===== src/rtl/spsa_pkg.sv =====
// Shared constants, codes and types of the saturating point splat accumulator.
package spsa_pkg;

  localparam int MAX_WIDTH     = 1024;
  localparam int MAX_HEIGHT    = 1024;
  localparam int COLOR_ENTRIES = 256;
  localparam int COL_W         = $clog2(MAX_WIDTH);
  localparam int ROW_W         = $clog2(MAX_HEIGHT);
  localparam int ADDR_W        = COL_W + ROW_W;
  localparam int CIDX_W        = $clog2(COLOR_ENTRIES);
  localparam int GC_W          = 40;
  localparam int QUEUE_DEPTH   = 4;
  localparam int QPTR_W        = $clog2(QUEUE_DEPTH);
  localparam int DIM_W         = 11;

  localparam logic [31:0]      ORIGIN_RESET = 32'd0;
  localparam logic [23:0]      SCALE_RESET  = 24'd65536;
  localparam logic [23:0]      GAIN_RESET   = 24'd6554;
  localparam logic [DIM_W-1:0] WIDTH_RESET  = DIM_W'(MAX_WIDTH);
  localparam logic [DIM_W-1:0] HEIGHT_RESET = DIM_W'(MAX_HEIGHT);
  localparam logic [DIM_W-1:0] WIDTH_MAX    = DIM_W'(MAX_WIDTH);
  localparam logic [DIM_W-1:0] HEIGHT_MAX   = DIM_W'(MAX_HEIGHT);
  localparam logic [8:0]       CHAN_MAX     = 9'd255;

  localparam logic [1:0] FUNC_LOAD  = 2'd0;
  localparam logic [1:0] FUNC_PLOT  = 2'd1;
  localparam logic [1:0] FUNC_READ  = 2'd2;
  localparam logic [1:0] FUNC_SPARE = 2'd3;

  localparam logic [2:0] ST_PLOTTED = 3'd0;
  localparam logic [2:0] ST_UNKNOWN = 3'd1;
  localparam logic [2:0] ST_OUTSIDE = 3'd2;
  localparam logic [2:0] ST_LOADED  = 3'd3;
  localparam logic [2:0] ST_READ    = 3'd4;

  localparam logic [2:0] REG_ORIGIN_X = 3'd0;
  localparam logic [2:0] REG_ORIGIN_Y = 3'd1;
  localparam logic [2:0] REG_SCALE    = 3'd2;
  localparam logic [2:0] REG_GAIN     = 3'd3;
  localparam logic [2:0] REG_WIDTH    = 3'd4;
  localparam logic [2:0] REG_HEIGHT   = 3'd5;

  typedef enum logic [1:0] {
    KIND_NONE = 2'd0,
    KIND_PLOT = 2'd1,
    KIND_READ = 2'd2
  } kind_t;

  typedef struct packed {
    kind_t             kind;
    logic [2:0]        status;
    logic [23:0]       rgb;
    logic [ADDR_W-1:0] addr;
    logic [GC_W-1:0]   gc;
  } entry_t;

endpackage


===== src/rtl/spsa_queue.sv =====
// Small queue of classified transactions between the front and the back.
module spsa_queue
  import spsa_pkg::*;
(
  input  logic   clk,
  input  logic   rst,
  input  logic   push,
  input  entry_t push_data,
  output logic   full,
  input  logic   pop,
  output logic   empty,
  output entry_t pop_data
);

  entry_t            slots [QUEUE_DEPTH];
  logic [QPTR_W-1:0] wr_ptr;
  logic [QPTR_W-1:0] rd_ptr;
  logic [QPTR_W:0]   count;

  assign full     = (count == (QPTR_W+1)'(QUEUE_DEPTH));
  assign empty    = (count == '0);
  assign pop_data = slots[rd_ptr];

  always_ff @(posedge clk) begin
    if (push && !full) begin
      slots[wr_ptr] <= push_data;
    end
  end

  always_ff @(posedge clk) begin
    if (rst) begin
      wr_ptr <= '0;
      rd_ptr <= '0;
      count  <= '0;
    end else begin
      if (push && !full) begin
        wr_ptr <= wr_ptr + 1'b1;
      end
      if (pop && !empty) begin
        rd_ptr <= rd_ptr + 1'b1;
      end
      count <= count + (QPTR_W+1)'(push && !full) - (QPTR_W+1)'(pop && !empty);
    end
  end

`ifndef SYNTHESIS
  a_no_push_full: assert property (@(posedge clk) disable iff (rst) !(push && full))
    else $error("Queue pushed while full.");
  a_no_pop_empty: assert property (@(posedge clk) disable iff (rst) !(pop && empty))
    else $error("Queue popped while empty.");
  a_ptr_count: assert property (@(posedge clk) disable iff (rst)
    (wr_ptr - rd_ptr) == count[QPTR_W-1:0])
    else $error("Queue pointers disagree with the count.");
`endif

endmodule


===== config.mk =====
export PLATFORM = sky130hd
export DESIGN_NAME = spsa_queue
export DESIGN_NICKNAME = d
export VERILOG_FILES = /design/src/rtl/spsa_pkg.sv /design/src/rtl/spsa_queue.sv
export SDC_FILE = /design/constraint.sdc
export NUM_CORES = 1
export LEC_CHECK = 0
export BUFFER_PORTS_ARGS = -buffer_cell sky130_fd_sc_hd__buf_2
export CAP_MARGIN = 20
export CORE_MARGIN = 4
export CORE_UTILIZATION = 35
export CTS_BUF_LIST = sky130_fd_sc_hd__clkbuf_16
export DETAILED_ROUTE_END_ITERATION = 10
export GPL_TIMING_DRIVEN = 0
export SLEW_MARGIN = 20
export SYNTH_ARGS = -nofsm -noshare
export SYNTH_HDL_FRONTEND = slang
export SYNTH_SLANG_ARGS = --single-unit

===== constraint.sdc =====
create_clock -name clk -period 3.4 [get_ports clk]
set_input_delay 0.68 -clock clk [delete_from_list [all_inputs] [get_ports clk]]
set_output_delay 0.68 -clock clk [all_outputs]
set_load 0.05 [all_outputs]

Yosys cells after proc, flatten, opt, wreduce, memory -nomap -nowiden

Memory sizes are Yosys's and may differ from the RTL's. A register that Yosys moved wholly into a read port is not among the register bits.
Index checks and enable logic that the tools add are counted.

Flip-flop bits (word level): 7
Latch bits: 0
Bits in writable memories: 356
ROM bits: 0
Input port bits: 93
Output and inout port bits: 91
Logic and storage cells: 18
Memories: 1

Add/sub/neg operators: 4
Multipliers: 0
Div/mod/pow operators: 0
Magnitude comparators: 0
Eq/ne operators: 1
Shift-type cells: 0
Muxes and demuxes: 4
Bitwise logic cells: 0
Reductions and logical operators: 5

Memory list:

| memory | words | width | rd ports | clocked after memory_dff | write ports | RTL line         | source |
|---|---|---|---|---|---|---|---|
| slots  | 4     | 89    | 1        | 1                        | 1           | spsa_queue.sv:15 | `entry_t slots [QUEUE_DEPTH];` |

Operators with widths:

| operator            | number |
|---|---|
| $add 2x1->2 const B | 2 |
| $mux 2              | 2 |
| $add 3x1->3         | 1 |
| $eq 3x3->1 const B  | 1 |
| $logic_not 3->1     | 1 |
| $sub 3x1->3         | 1 |
| $logic_and 1x1->1   | 2 |
| $logic_not 1->1     | 2 |
| $mux 1              | 2 |

Depth between registers and ports, before layout

Gate-level depths: netlist (run 1).

Depth after elaboration: 5
Mapped depth: 10
Depth with buffers taken out: 10

Least setup slack after synthesis (run 1)

Ideal clock, no wire load.

Path type: reg-to-reg
From: register count[2]
To: memory slots[0][0] (netlist bit), enable pin
Setup time: 0.657 ns
Arrival: 3.121 ns
Required time: 2.743 ns
Path slack: -0.377 ns
Cell stages (with the launch flop): 4
Buffers on the path: 0
Clock period less this slack: 3.777 ns
Path through: dfxtp_1 -> nor3b_1 -> nor2_1 -> and2_1

Cells in the longest elaborated chain, start to end: 5

Ends and longest elaborated chain:

| what                         | RTL line         | source |
|---|---|---|
| from (decl)                  | spsa_queue.sv:18 | `logic [QPTR_W:0] count;` |
| from (signal assigned)       | spsa_queue.sv:42 | `count <= count + (QPTR_W+1)'(push && !full) - (QPTR_W+1)'(pop && !empty);` |
| $eq 3x3->1                   | spsa_queue.sv:20 | `assign full = (count == (QPTR_W+1)'(QUEUE_DEPTH));` |
| via full                     | spsa_queue.sv:9  | `output logic full,` |
| $logic_not 1->1              | spsa_queue.sv:25 | `if (push && !full) begin` |
| $logic_and 1x1->1            | spsa_queue.sv:25 |  |
| $mux 1                       | spsa_queue.sv:25 |  |
| $mux 1 (implied by the code) | spsa_queue.sv:26 | `slots[wr_ptr] <= push_data;` |
| to (decl)                    | spsa_queue.sv:15 |  |

The timed path passes the listed nets, and every way through them passes these cells.

==> results of run 1 <==
[metal layers]
metal  up-vias  wire, um  part of all wire, %
met5         -        35                 0.14
met4         6       481                  1.9
met3        43      1770                  6.9
met2       156     12500                   49
met1      3187     10900                   42
li1       2672         -                    -
[critical path: cells and delay by family, from the launching register on]
family / cells / cell delay, ps
buf+inv: 3 / 1180
flops: 1 / 300
mux: 1 / 400
[report_power, final]
group / switching, mW / internal (mW)
registers: 0.0934 / 5.40
logic: 2.84 / 1.27
clock network: 1.63 / 2.32
[cell usage in the layout (no fill, tap or decap), types with 3 or more instances in the layout]
master	instances
clkbuf_1	8
clkbuf_16	41
buf_12	6
buf_2	192
inv_1	19
and2_4	4
dfxtp_1	9
buf_16	3
clkinv_1	9
nor2_1	4
mux4_2	89
edfxtp_1	356
ha_1	6
[sequential cells by signal, indices dropped and copies added, names as in the netlist, named ones only]
signal,flops
wr_ptr,2
slots,356
count,3
rd_ptr,2
[layout make-up]
type                       count  share of cell area [%]
tap                          511                    3.94
buffer                        21                   0.778
multi-input combinational    122                    14.0
clock inverter                28                    1.10
timing repair buffer         190                    6.73
inverter                       8                   0.185
sequential                   365                    66.9
antenna                        1                  0.0154
clock buffer                  41                    6.32
[kinds of logic (layout without fill, tap and decap cells)]
kind of cell             after synthesis  in the layout
adder cells (fa/ha/maj)                7              7
XOR/XNOR                               3              3
AO/OA/AOI/OAI                          5              5
AND/OR/NAND/NOR                       17             17
multiplexers                          90             90
other                                  0              1
buffers and inverters                 29            288
flip-flops                           365            365
[worst max path at each step]
stage	end	cells after the start
2_1_floorplan	count[2]$_SDFF_PP0_	10
3_3_place_gp	slots[2][70]$_DFFE_PP_	4
3_5_place_dp	slots[0][43]$_DFFE_PP_	6
4_1_cts	pop_data[59]	4
5_1_grt	pop_data[59]	4
6_report	pop_data[59]	4
[metrics by stage]
step	util [%]	TNS (ps)	setup slack [ps]
after global placement	39.5	-119260	-363
after floorplan	-	0	812
after detailed placement	40.0	0	730
after CTS	43.2	0	168
final	43.2	0	292
after global routing	43.2	0	109
==> results.ini, run 1 <==
[pwr]
power_mw = 13.6
power_density_nw_per_um2 = 835
leakagePower_nw = 5.46
ir_drop_v = 0.000502

[worst_setup_path]
crit_fanout = 10
ff2ff_path_depth = 10
cpMostUsedCell = buf_2
crit_type = register to output port
critPathArrivalTime_ps = 2430
slowest_delay_ps = 660
rrSetupSlack_ps = 1050
r2r-start = count[1]$_SDFF_PP0_
crit_chain = buf_2 > clkbuf_1 > mux4_2 > buf_2
r2r-end = count[2]$_SDFF_PP0_
start_kind = register
slowest_stage = clkbuf_1
worstSetupEndpointType = output port
cp_data_required_time_ps = 2720

[timing]
slew_viol_final = 0
fmax_mhz = 322
clock-skew-final_ps = 21.2
worst_slew_pin_slew_ps = 809
hold_viol_final = 0
rsz0062_at_grt = false
setup_viol = 0
hold_slack_ps = 346
slew-limit-headroom_pct = 46.0
min_period_over_period_pct = 91.4
period_minus_slack_ps = 3110

[finish]
fin_area_sq_um = 16200
layout-drive-gt1-share_pct = 44.6
fin_cells = 1287
area_growth_pct = 22.2
final_nets = 848
fill_cells = 3264
area.sequential_sq_um = 10900
multi_input_area_sq_um = 2270

[synth]
synth_nets = 616
netlist_top_cells_area = edfxtp_1 (80%), mux4_2 (15%), dfxtp_1 (1.4%)
syn_area_per_cell_sq_um = 25.7
synth_xor_xnor_area_share_pct = 0.198
yosys.area.top_type_share_pct = 80.5
post-synth-top-area-cell = edfxtp_1
synth_flop_cell = edfxtp_1
ys_async_sr_fraction_pct = 0
synth_edf_count = 356
synth-adder-area-share_pct = 0.716
synth_warnings = 0
synthCells = 516
yosys.area_share.simple_pct = 0.706
synth.area.mux_share_pct = 15.2
synth_seq_cells = 365
yosysMostFrequentCell = edfxtp_1
synth_top_family_by_area = multiplexers
synth_compound_area_share_pct = 0.207
ys_top_cells_by_count = edfxtp_1 (356), mux4_2 (89), buf_2 (10)
synth_cell_types = 25
synthesis.area_sq_um = 13300
seq_area_frac_synth_pct = 81.8

[placement]
placed_cells = 1217
place_congestion = 0.661
place_area_sq_um = 15000
dp_hpwl_um = 15900
portBuffers = 182

[global_route]
grt_max_degree = 43
met2_usage_pct = 20.3
grt_pass1_vias = 6509
met1_usage_pct = 17.0
grt.busiest_layer = met2
grt_use_met3_pct = 4.54
grt_antenna_before_repair = 4
overflow = 0
grtUsageTotal_pct = 12.8
grt_pass1_wl_um = 39900

[floorplanning]
rows = 71
die_area_sq_um = 41100
pin_count = 184
coreArea_sq_um = 37600
die_y_um = 203
die_w_um = 203
initial_core_util_pct = 35.4

[clock_tree]
path_clk_slew_ps = 60
post_cts_buffers = 0
cts_resized = 0
clkLatencyLatePin_ps = 550
cts_buffers = 40
cts.sink_count = 365
htreeDepth = 2
cts-root-buf = clkbuf_16
clock_tree.buffer_depth = 3
cts_tree = built
cts_hold_buf = 0

[run_status]
status = complete, no violations

[hold_path]
whs_endpoint = slots[3][53]$_DFFE_PP_
holdPathStages = 1
hold_path_class = input port to register
hold_start = push_data[53]

[detailed_routing]
viasPerCell = 4.71
vias = 6064
drtIter0Drc = 281
ant_nets = 0
drc = 0
drtPass1Iterations = 4
wl_per_cell_um = 20.0
routed_wl_um = 25700

[job]
drv_cap = 0

Power figures use the tool's default switching activity.
==> run 2, diff against run 1 <==
- PLACE_DENSITY_LB_ADDON: default -> 0.1
==> results.ini, run 2 (synthesis gave the netlist of run 1 again) <==
[run_status]
status = complete, no violations  ; unchanged

[placement]
portBuffers = 182  ; unchanged
placed_cells = 1217  ; unchanged
place_congestion = 0.680  ; was 0.661
dp_hpwl_um = 17200  ; was 15900 um
place_ws_ps = 621  ; was 730 ps

[floorplanning]
die_y_um = 203  ; unchanged
die_w_um = 203  ; unchanged
pin_count = 184  ; unchanged
rows = 71  ; unchanged
die_area_sq_um = 41100  ; unchanged
coreArea_sq_um = 37600  ; unchanged
initial_core_util_pct = 35.4  ; unchanged

[hold_path]
holdPathStages = 1  ; unchanged
hold_path_class = input port to register  ; unchanged

[worst_setup_path]
ff2ff_path_depth = 10  ; unchanged
cp_data_required_time_ps = 2720  ; about the same
crit_fanout = 10  ; unchanged
critPathArrivalTime_ps = 2370  ; was 2430 ps
start_kind = register  ; unchanged
crit_type = register to output port  ; unchanged
worstSetupEndpointType = output port  ; unchanged

[timing]
rsz0062_at_grt = false  ; unchanged
slew-limit-headroom_pct = 52.9  ; was 46.0%
clock-skew-final_ps = 17.0  ; was 21.2 ps
layout_setup_ws_ps = 352  ; was 292 ps
slew_viol_final = 0  ; unchanged
min_period_over_period_pct = 89.6  ; was 91.4%
hold_viol_final = 0  ; unchanged
period_minus_slack_ps = 3050  ; was 3110 ps
setup_viol = 0  ; unchanged
worst_slew_pin_slew_ps = 706  ; was 809 ps
fmax_mhz = 328  ; was 322 MHz

[clock_tree]
cts_buffers = 41  ; was 40
clkLatencyLatePin_ps = 530  ; was 550 ps
cts.sink_count = 365  ; unchanged
cts_hold_buf = 0  ; unchanged
cts_resized = 0  ; unchanged
path_clk_slew_ps = 60  ; about the same
htreeDepth = 2  ; unchanged
cts_tree = built  ; unchanged
post_cts_buffers = 0  ; unchanged
cts-root-buf = clkbuf_16  ; unchanged
clock_tree.buffer_depth = 3  ; unchanged

[finish]
area_growth_pct = 22.0  ; was 22.2%
largest_reg_flops = 356  ; unchanged
layout-drive-gt1-share_pct = 44.3  ; was 44.6%
top_register = slots  ; unchanged
top_regs = slots x356, count x3  ; unchanged
fin_cells = 1287  ; unchanged
final_cell_mix = edfxtp_1 (356), buf_2 (192), mux4_2 (89)  ; unchanged
final_nets = 849  ; was 848
fill_cells = 3278  ; was 3264
num_antenna_cells = 0  ; was 1
final_common_cell = edfxtp_1  ; unchanged

[detailed_routing]
drtIter0Drc = 221  ; was 281
drc = 0  ; unchanged
wl_per_cell_um = 21.0  ; was 20.0 um
vias = 5985  ; was 6064
routed_wl_um = 27000  ; was 25700 um
viasPerCell = 4.65  ; was 4.71
ant_nets = 0  ; unchanged
drtPass1Iterations = 4  ; unchanged

[global_route]
grtUsageTotal_pct = 13.4  ; was 12.8%
grt_antenna_before_repair = 2  ; was 4
grt_pass1_vias = 6816  ; was 6509
overflow = 0  ; unchanged
grt_pass1_wl_um = 41300  ; was 39900 um
grt_max_degree = 44  ; was 43

[pwr]
leakagePower_nw = 5.46  ; about the same
ir_drop_v = 0.000532  ; was 0.000502 V
power_density_nw_per_um2 = 830  ; was 835 nW/um^2

[job]
drv_cap = 0  ; unchanged

-- run 2: cell types whose count changed in the layout (fill, tap and decap cells not counted), sizes merged --
cell	change
bufinv	-1
diode	-1
clkinvlp	-1
clkinv	+3
-- run 2: final timing paths --
check,startpoint,end,slack (ps)
worst max-delay path,register,pop_data[81],350
worst min-delay path,push_data[3],slots[0][3]$_DFFE_PP_,360
worst max register to register,count[2]$_SDFF_PP0_,count[2]$_SDFF_PP0_,930
worst min register to register,rd_ptr[1]$_SDFFE_PP0P_,register,500
-- run 2: cell type report --
type	count	area (sq um)	share of cell area, %
buffer	21	126	0.780
clock buffer	41	1030	6.33
clock inverter	29	141	0.872
inverter	8	30.0	0.185
multi-input combinational	122	2270	14.0
sequential	365	10900	67.1
tap	511	639	3.95
timing repair buffer	190	1100	6.79
-- run 2: stage by stage --
stage          TNS (ps)  hold WS, ps  cell area (sq um)  power, mW  util (%)
3_5_place_dp          0          486              15000       9.83      40.0
5_1_grt               0          332              16200       14.1      43.1
2_1_floorplan         0          459              13300       8.76         -
4_1_cts               0          316              16200       13.7      43.1
6_report              0          357              16200       13.5      43.1
3_3_place_gp     -98360          469              14800       9.72      39.5
-- run 2: routing by layer --
metal,share of wire (%),wire length [um],global-route usage [%]
met1,41,11100,16.6
met2,51,13700,22.6
met3,5.7,1540,3.85
met4,2.4,650,4.68
met5,0.078,21,0
-- run 2: power breakdown --
part           leakage, nW  switching, mW  total, mW  internal (mW)
clock network        0.624           1.59       3.83           2.24
registers             3.33         0.0993       5.50           5.40
logic                 1.50           2.84       4.12           1.28
-- run 2: critical path, cell delays in order, from the launching register on --
cell	delay, ps
dfxtp_1	300
buf_2	280
buf_2	350
buf_2	330
mux4_2	350
buf_2	230
==> run 3, diff against run 2 <==
- CORE_MARGIN: 4 -> 3
- SKIP_LAST_GASP: default -> 1
==> results.ini, run 3 (synthesis gave the netlist of run 1 again) <==
[timing]
period_minus_slack_ps = 3110  ; was 3050 ps
worst_slew_pin_slew_ps = 760  ; was 706 ps
hold_viol_final = 0  ; unchanged
fmax_mhz = 321  ; was 328 MHz
setup_viol = 0  ; unchanged
slew_viol_final = 0  ; unchanged
hold_slack_ps = 343  ; was 357 ps
tns_ps = 0  ; unchanged
min_period_over_period_pct = 91.5  ; was 89.6%
clock-skew-final_ps = 12.9  ; was 17.0 ps
layout_setup_ws_ps = 288  ; was 352 ps
rsz0062_at_grt = false  ; unchanged
slew-limit-headroom_pct = 49.3  ; was 52.9%

[finish]
final_core_utilization_pct = 43.8  ; was 43.1%
final_common_cell = edfxtp_1  ; unchanged
largest_reg_flops = 356  ; unchanged
final_nets = 848  ; was 849
top_regs = slots x356, count x3  ; unchanged
fin_cells = 1281  ; was 1287
top_register = slots  ; unchanged
num_antenna_cells = 0  ; unchanged
fin_area_sq_um = 16200  ; about the same
area_growth_pct = 22.3  ; was 22.0%
final_cell_mix = edfxtp_1 (356), buf_2 (192), mux4_2 (89)  ; unchanged
layout-drive-gt1-share_pct = 44.9  ; was 44.3%

[pwr]
sw_frac_of_total_pct = 33.8  ; was 33.7%
leakagePower_nw = 5.47  ; was 5.46 nW
internal_power_mw = 9.08  ; was 8.92 mW
power_frac_comb_pct = 30.2  ; was 30.7%
seqPwrFrac_pct = 40.1  ; was 40.9%
ir_drop_v = 0.000426  ; was 0.000532 V
power_mw = 13.7  ; was 13.5 mW
p_switching_mw = 4.63  ; was 4.53 mW
power_density_nw_per_um2 = 844  ; was 830 nW/um^2
p_clk_share_pct = 29.7  ; was 28.5%

[worst_setup_path]
critPathArrivalTime_ps = 2430  ; was 2370 ps
slowest_stage = clkbuf_1  ; was buf_2
crit_fanout = 10  ; unchanged
crit_type = register to output port  ; unchanged
ff2ff_path_depth = 10  ; unchanged
cpMostUsedCell = buf_2  ; unchanged
worstSetupEndpointType = output port  ; unchanged
start_kind = register  ; unchanged
slowest_delay_ps = 620  ; was 350 ps
crit_chain = buf_2 > clkbuf_1 > mux4_2 > buf_2  ; was buf_2 > buf_2 > buf_2 > mux4_2 > buf_2
cp_data_required_time_ps = 2720  ; about the same

[floorplanning]
pin_count = 184  ; unchanged
initial_core_util_pct = 35.9  ; was 35.4%
die_area_sq_um = 40300  ; was 41100 sq um
die_y_um = 201  ; was 203 um
rows = 70  ; was 71
die_w_um = 201  ; was 203 um
coreArea_sq_um = 37000  ; was 37600 sq um

[detailed_routing]
highest_layer = met5  ; unchanged
drc = 0  ; unchanged
viasPerCell = 4.69  ; was 4.65
met1_length_um = 11400  ; was 11100 um
wl_per_cell_um = 21.1  ; was 21.0 um
drtPass1Iterations = 4  ; unchanged
routed_wl_um = 27000  ; about the same
drtIter0Drc = 243  ; was 221
route.met2.wl_um = 13000  ; was 13700 um
ant_nets = 0  ; unchanged
met3_length_um = 2010  ; was 1540 um
vias = 6009  ; was 5985

[run_status]
status = complete, no violations  ; unchanged

[clock_tree]
cts_resized = 0  ; unchanged
post_cts_buffers = 0  ; unchanged
cts_buffers = 40  ; was 41
clkLatencyLatePin_ps = 550  ; was 530 ps
path_clk_slew_ps = 60  ; about the same
cts_hold_buf = 0  ; unchanged
clock_tree.buffer_depth = 3  ; unchanged
cts_tree = built  ; unchanged
cts.sink_count = 365  ; unchanged
cts-root-buf = clkbuf_16  ; unchanged
htreeDepth = 2  ; unchanged

[hold_path]
holdPathStages = 1  ; unchanged
hold_path_class = input port to register  ; unchanged

[placement]
place_congestion = 0.733  ; was 0.680
portBuffers = 182  ; unchanged
dp_hpwl_um = 17100  ; was 17200 um
place_area_sq_um = 15000  ; about the same
placed_cells = 1210  ; was 1217
place_ws_ps = 667  ; was 621 ps

[job]
drv_cap = 0  ; unchanged

[global_route]
grt_max_degree = 41  ; was 44
grt_pass1_wl_um = 41000  ; was 41300 um
grt_antenna_before_repair = 4  ; was 2
grtUsageTotal_pct = 13.5  ; was 13.4%
grt_pass1_vias = 6643  ; was 6816
overflow = 0  ; unchanged

[run 3: changes by cell type in the layout (fill, tap and decap cells not counted), sizes merged]
cell	before	now
clkinv	15	11
bufinv	1	3
clkinvlp	0	2
inv	21	22
[run 3: critical path, delay by kind of cell (launching register included)]
| family | cells | cell delay [ps] |
|---|---|---|
| buffers and inverters | 3 | 1160 |
| multiplexers | 1 | 420 |
| flip-flops | 1 | 300 |
[run 3: cell type report]
| cell class | count | area, sq um |
|---|---|---|
| Clock inverter | 30 | 218 |
| Sequential cell | 365 | 10900 |
| Tap cell | 504 | 631 |
| Timing Repair Buffer | 190 | 1070 |
| Multi-Input combinational cell | 122 | 2270 |
| Clock buffer | 41 | 1030 |
| Inverter | 8 | 30.0 |
| Buffer | 21 | 126 |
| Fill cell | 3222 | 20800 |
[run 3: per-layer routing]
layer	global-route usage, %	up-vias
met4	3.69	8
met5	0	-
met2	22.0	147
met3	5.46	58
met1	16.9	3119
li1	-	2677
[run 3: path summary, 6_finish.rpt]
kind                                from                endpoint  slack [ps]
setup / recovery                register            pop_data[23]         290
hold / removal              push_data[5]   slots[2][5]$_DFFE_PP_         340
setup reg to reg     count[2]$_SDFF_PP0_     count[2]$_SDFF_PP0_         970
hold reg to reg   rd_ptr[1]$_SDFFE_PP0P_  rd_ptr[1]$_SDFFE_PP0P_         510
[run 3: power by group through the flow]
stage               Sequential, mW  Combinational [mW]  Clock (mW)
global placement              5.60                4.14           0
global route                  5.53                4.39        4.41
finish                        5.50                4.14        4.08
detailed placement            5.60                4.24           0
CTS                           5.50                4.25        4.22
floorplan                     5.57                3.18           0
